--- src/design/lhii_pkg.sv ---
package lhii_pkg;

  localparam int MAX_POINTS = 64;
  localparam int MAX_LINES  = 64;

  localparam int IDX_W  = 6;
  localparam int OUT_W  = 7;
  localparam int PT_W   = $clog2(MAX_POINTS);
  localparam int LN_W   = $clog2(MAX_LINES);
  localparam int DEG_W  = $clog2(MAX_LINES + 1);
  localparam int SIZE_W = $clog2(MAX_POINTS + 1);
  localparam int PLL_AW = PT_W + LN_W;

  typedef logic [MAX_LINES-1:0] mark_t;

  typedef struct packed {
    logic start;
    logic load;
    logic check;
    logic update;
    logic clr_walk;
    logic commit;
    logic reject;
    logic push;
  } lhii_cmd_t;

  typedef struct packed {
    logic range_bad;
    logic full;
    logic walk_done;
    logic hit;
    logic slot_free;
  } lhii_stat_t;

endpackage

--- src/design/lhii_ctrl.sv ---
module lhii_ctrl import lhii_pkg::*; (
  input  logic       clk,
  input  logic       rst,
  input  logic       item_valid,
  output logic       item_ready,
  input  lhii_stat_t stat,
  output lhii_cmd_t  cmd
);

  typedef enum logic [2:0] {
    S_IDLE,
    S_LOAD,
    S_DECIDE,
    S_CHECK,
    S_UPDATE,
    S_COMMIT,
    S_REJECT,
    S_RESULT
  } state_t;

  state_t state;

  assign item_ready = (state == S_IDLE);

  always_comb begin
    cmd          = '0;
    cmd.start    = (state == S_IDLE) && item_valid;
    cmd.load     = (state == S_LOAD);
    cmd.check    = (state == S_CHECK);
    cmd.update   = (state == S_UPDATE);
    cmd.clr_walk = (state == S_CHECK) && stat.walk_done && !stat.hit;
    cmd.commit   = (state == S_COMMIT);
    cmd.reject   = (state == S_REJECT);
    cmd.push     = (state == S_RESULT) && stat.slot_free;
  end

  always_ff @(posedge clk) begin
    if (rst) begin
      state <= S_IDLE;
    end else begin
      case (state)
        S_IDLE: begin
          if (item_valid) state <= S_LOAD;
        end
        S_LOAD: state <= S_DECIDE;
        S_DECIDE: begin
          if (stat.range_bad || stat.full) state <= S_REJECT;
          else                             state <= S_CHECK;
        end
        S_CHECK: begin
          if (stat.walk_done) begin
            if (stat.hit) state <= S_REJECT;
            else          state <= S_UPDATE;
          end
        end
        S_UPDATE: begin
          if (stat.walk_done) state <= S_COMMIT;
        end
        S_COMMIT: state <= S_RESULT;
        S_REJECT: state <= S_RESULT;
        S_RESULT: begin
          if (stat.slot_free) state <= S_IDLE;
        end
        default: state <= S_IDLE;
      endcase
    end
  end

endmodule

--- config.mk ---
export PLATFORM = sky130hd
export DESIGN_NAME = lhii_ctrl
export DESIGN_NICKNAME = d
export VERILOG_FILES = /design/src/design/lhii_pkg.sv /design/src/design/lhii_ctrl.sv
export SDC_FILE = /design/constraint.sdc
export NUM_CORES = 1
export LEC_CHECK = 0
export BUFFER_PORTS_ARGS = -buffer_cell sky130_fd_sc_hd__buf_2
export CAP_MARGIN = 15
export CORE_AREA = 2 2 39 41
export CTS_CLUSTER_SIZE = 12
export DETAILED_ROUTE_END_ITERATION = 8
export DIE_AREA = 0 0 41 43
export PLACE_DENSITY_LB_ADDON = 0.25
export SETUP_SLACK_MARGIN = 0.15
export SYNTH_ARGS = -nofsm -noshare
export SYNTH_HDL_FRONTEND = slang
export SYNTH_SLANG_ARGS = --single-unit
--- constraint.sdc ---
create_clock -name clk -period 1.2 [get_ports clk]
set_input_delay 0.12 -clock clk [delete_from_list [all_inputs] [get_ports clk]]
set_output_delay 0.12 -clock clk [all_outputs]
set_load 0.01 [all_outputs]
Yosys cells after proc, flatten, opt, wreduce, memory -nomap -nowiden
Cells that the tools add are included.
{"block": "totals", "in_bits": 8, "reg_bits": 3, "ram_bits": 0, "elab_cells": 28, "out_inout_bits": 9, "romBits": 0, "memories": 0, "latch_bits": 0}
{"block": "classes", "bitwise": 0, "reduce_logical": 9, "order_cmp": 0, "multipliers": 0, "muxes": 7, "div": 0, "eq_ne": 11, "shift": 0, "add_sub_neg": 0}
{"op": "$pmux 3 s7", "count": 1}
{"op": "$mux 3", "count": 5}
{"op": "$eq 3x3->1 const B", "count": 4}
{"op": "$ne 2x2->1 const B", "count": 4}
{"op": "$eq 3x2->1 const B", "count": 2}
{"op": "$logic_and 1x1->1", "count": 4}
{"op": "$reduce_and 4->1", "count": 1}
{"op": "$eq 3x1->1 const B", "count": 1}
{"op": "$logic_not 3->1", "count": 1}
{"op": "$mux 2", "count": 1}
{"op": "$reduce_or 2->1", "count": 1}
{"op": "$logic_not 1->1", "count": 1}
{"op": "$logic_or 1x1->1", "count": 1}

Depth between registers and ports, before layout
{"block": "logic_depth", "word_depth": 3, "mapped_depth": 4, "depth_no_buf": 3}

Least setup slack after synthesis
No wires, ideal clock.
{"block": "synth_path", "path_kind": "register to output", "from": "reg state[2]", "to": "out cmd[7] (netlist bit)", "required_time_ns": 1.080, "t_arrival_ns": 0.908, "stages_incl_launch_ff": 4, "n_path_buf": 1, "slack_ns": 0.172, "cell_sequence": "dfxtp_1 buf_8 nor3_2 and2_1"}
{"element": "start, declared", "line": "lhii_ctrl.sv:21", "text": "state_t state;"}
{"element": "start signal, assigned", "line": "lhii_ctrl.sv:39", "text": "state <= S_IDLE;"}
{"element": "start signal, assigned", "line": "lhii_ctrl.sv:43", "text": "if (item_valid) state <= S_LOAD;"}
{"element": "start signal, assigned", "line": "lhii_ctrl.sv:45", "text": "S_LOAD: state <= S_DECIDE;"}
{"element": "end, declared", "line": "lhii_ctrl.sv:7", "text": "output lhii_cmd_t cmd"}

==> results.cfg <==
[die]
rows = 14
start_util = 0.222
core_sq_um = 1380
fp.dieH_um = 43
dieWidth_um = 41
die_area_sq_um = 1760
io-pin-count = 17

[global_routing]
gr-total-overflow = 0
grt_use_met2 = 0.206
top_usage_layer = met2
grt_pass1_vias = 353
grt_pass1_wl_mm = 1.32
grt_util_met1 = 0.0994
antenna_found_initial = 0
met3_usage = 0.0157
grtUsageTotal = 0.112
grt_max_degree = 7

[setup_path]
cp.arrival_ns = 1.12
path_cells = buf_6 -> nor3_4 -> and2_1 -> buf_2
crit_required_ns = 1.08
reg2reg_slack_ns = 0.06
crit_slowest_cell = dfxtp_4
crit_path_start_kind = flip-flop
cpPeakStageDelay_ns = 0.34
worstSetupPathType = flip-flop to output port
endpoint_kind = output port
crit_fanout = 6

[synthesis]
synth_seq_area_share = 0.195
synth.most_common_cell = nor2_1
synth_area_sq_um = 308
synth_ff_type = dfxtp_1
yosys.area.top_type = dfxtp_1
ys_async_sr_fraction = 0
syn_avg_cell_area_sq_um = 8.55
synth_top_area_share = 0.195
syn_nets = 44
ys_seq_elements = 3
synth.distinct_cells = 24
yosys_warnings = 0
synth_enable_flop_cells = 0
syn_inst = 36
netlist_top_cells_count = 4 x nor2_1, 3 x a21oi_1, 3 x dfxtp_1
synth.top_cells.by_area = dfxtp_1 20%, buf_6 7.3%, a31oi_4 6.9%

[finish]
multi_input_area_sq_um = 253
largest-register = state
fill_cells = 136
drive_gt1_frac = 0.754
area_delta_synth_final_pct = 91.5
fin_nets = 74
ff_latch_area_sq_um = 68.8
top_regs = state x3
largest_register_ffs = 3
num_antenna_cells = 0

[sta]
timing.final.crit_share = 1.03
relSlewSlack = 0.832
fmax_ghz = 0.810
hold_violations = 0
worst_pin_slew_ns = 0.251
fin_worst_skew_ns = 0.00202
setup_tns_ns = -0.0614
finalWorstSetupSlack_ns = -0.0351
fin_crit_ns = 1.24
setup_violations = 2
report.final.slew_viol_count = 0
grt_setup_unrepaired = true

[cts]
cts_tree = done
cts-root-buf = clkbuf_4
numCtsBuffers = 3
path_clk_slew_ns = 0.04
clkLatencyLatePin_ns = 0.23
cts_sinks = 3
clockBufferDepth = 2
h-tree-depth = 1

[route]
ant_nets = 0
vias = 370
drt_iter0_drc = 3
drt_first_pass_iters = 2
routed_wirelength_um = 913
route.detailed.vias_per_inst = 4.57
wl_per_cell_um = 11.3
drc = 0

[placed_design]
pre_cts_ws_ns = 0.0728
routabilityCongestion = 0.750
portBuffers = 16
detailed_place_hpwl_um = 593

[flow_run]
maxCapViolCount = 0

[run_status]
violations = setup timing
status = complete, but fails checks

[power]
p_leak_uw = 0.000261
ir_drop_v = 0.000575
power.density_nw_per_um2 = 1410

[hold_path]
hold_path_class = input pin to flip-flop
-- per-layer routing --
layer	wire, um	vias up	part of all wire
met5	0	-	0
met4	0	0	0
met3	32	0	0.035
met2	533	8	0.58
met1	347	173	0.38
li1	-	189	-
-- report_power, final --
| part | switching [uW] | internal, uW | total (uW) | leakage [uW] |
|---|---|---|---|---|
| combinational | 230 | 271 | 500 | 0.000220 |
| sequential | 26.2 | 131 | 157 | 0.0000264 |
| clock | 47.0 | 124 | 171 | 0.0000150 |
| total | 303 | 526 | 829 | 0.000261 |
-- worst max-delay path: cells and delay by family, from the launching register on --
| family | cells | cell delay (ns) |
|---|---|---|
| buffers and inverters | 2 | 0.25 |
| flip-flops | 1 | 0.34 |
| AND/OR/NAND/NOR | 2 | 0.30 |
-- cells in the final DEF (no fill, tap or decap), drive strengths merged --
master	netlist	final
nand2b	1	1
and2	1	1
nand2	3	3
o221ai	1	1
nor3	3	3
a21oi	3	3
a22oi	1	1
clkbuf	0	4
nor4	1	1
a2111oi	1	1
inv	2	2
or3b	1	1
and4	1	1
dfxtp	3	3
buf	3	28
nand4	1	1
o21ai	1	1
or3	1	1
a31oi	1	1
nor3b	2	2
nor2	5	5
-- logic make-up (layout without fill, tap and decap cells) --
kind of cell,after synthesis,in the layout,share of synthesized area
AO/OA/AOI/OAI,8,8,0.272
buffers and inverters,5,34,0.146
flip-flops,3,3,0.195
AND/OR/NAND/NOR,20,20,0.386
-- worst paths after layout --
| path | start | endpoint | depth (start not counted) |
|---|---|---|---|
| worst max register to register | state[2] | state[1] | 4 |
| worst max-delay path | state[0] | cmd[7] | 4 |
| worst min-delay path | rst | state[2] | 2 |
| worst min register to register | state[0] | state[1] | 2 |
-- area by class of cell --
type | count | area share
multi-input cells | 28 | 0.429
repair buffers | 28 | 0.363
well taps | 16 | 0.0340
clock buffers | 4 | 0.0446
inverters | 2 | 0.0127
flip-flops and latches | 3 | 0.117
-- metrics by stage --
step	util	cell area (sq um)	std cells	hold slack [ns]	power [uW]
floorplan	-	308	36	0.189	380
global placement	0.284	393	68	0.392	446
detailed placement	0.284	393	68	0.394	445
CTS	0.412	571	80	0.149	816
global route	0.426	589	81	0.155	887
finish	0.426	589	81	0.154	829
-- repair_timing --
item / CTS / global route
setup buffers: 8 / 1
pin swaps: 14 / 2
setup endpoints to repair: 12 / 12
resized for setup: 21 / 3
hold buffers: 0 / 0
Power figures use the tool's default switching activity.
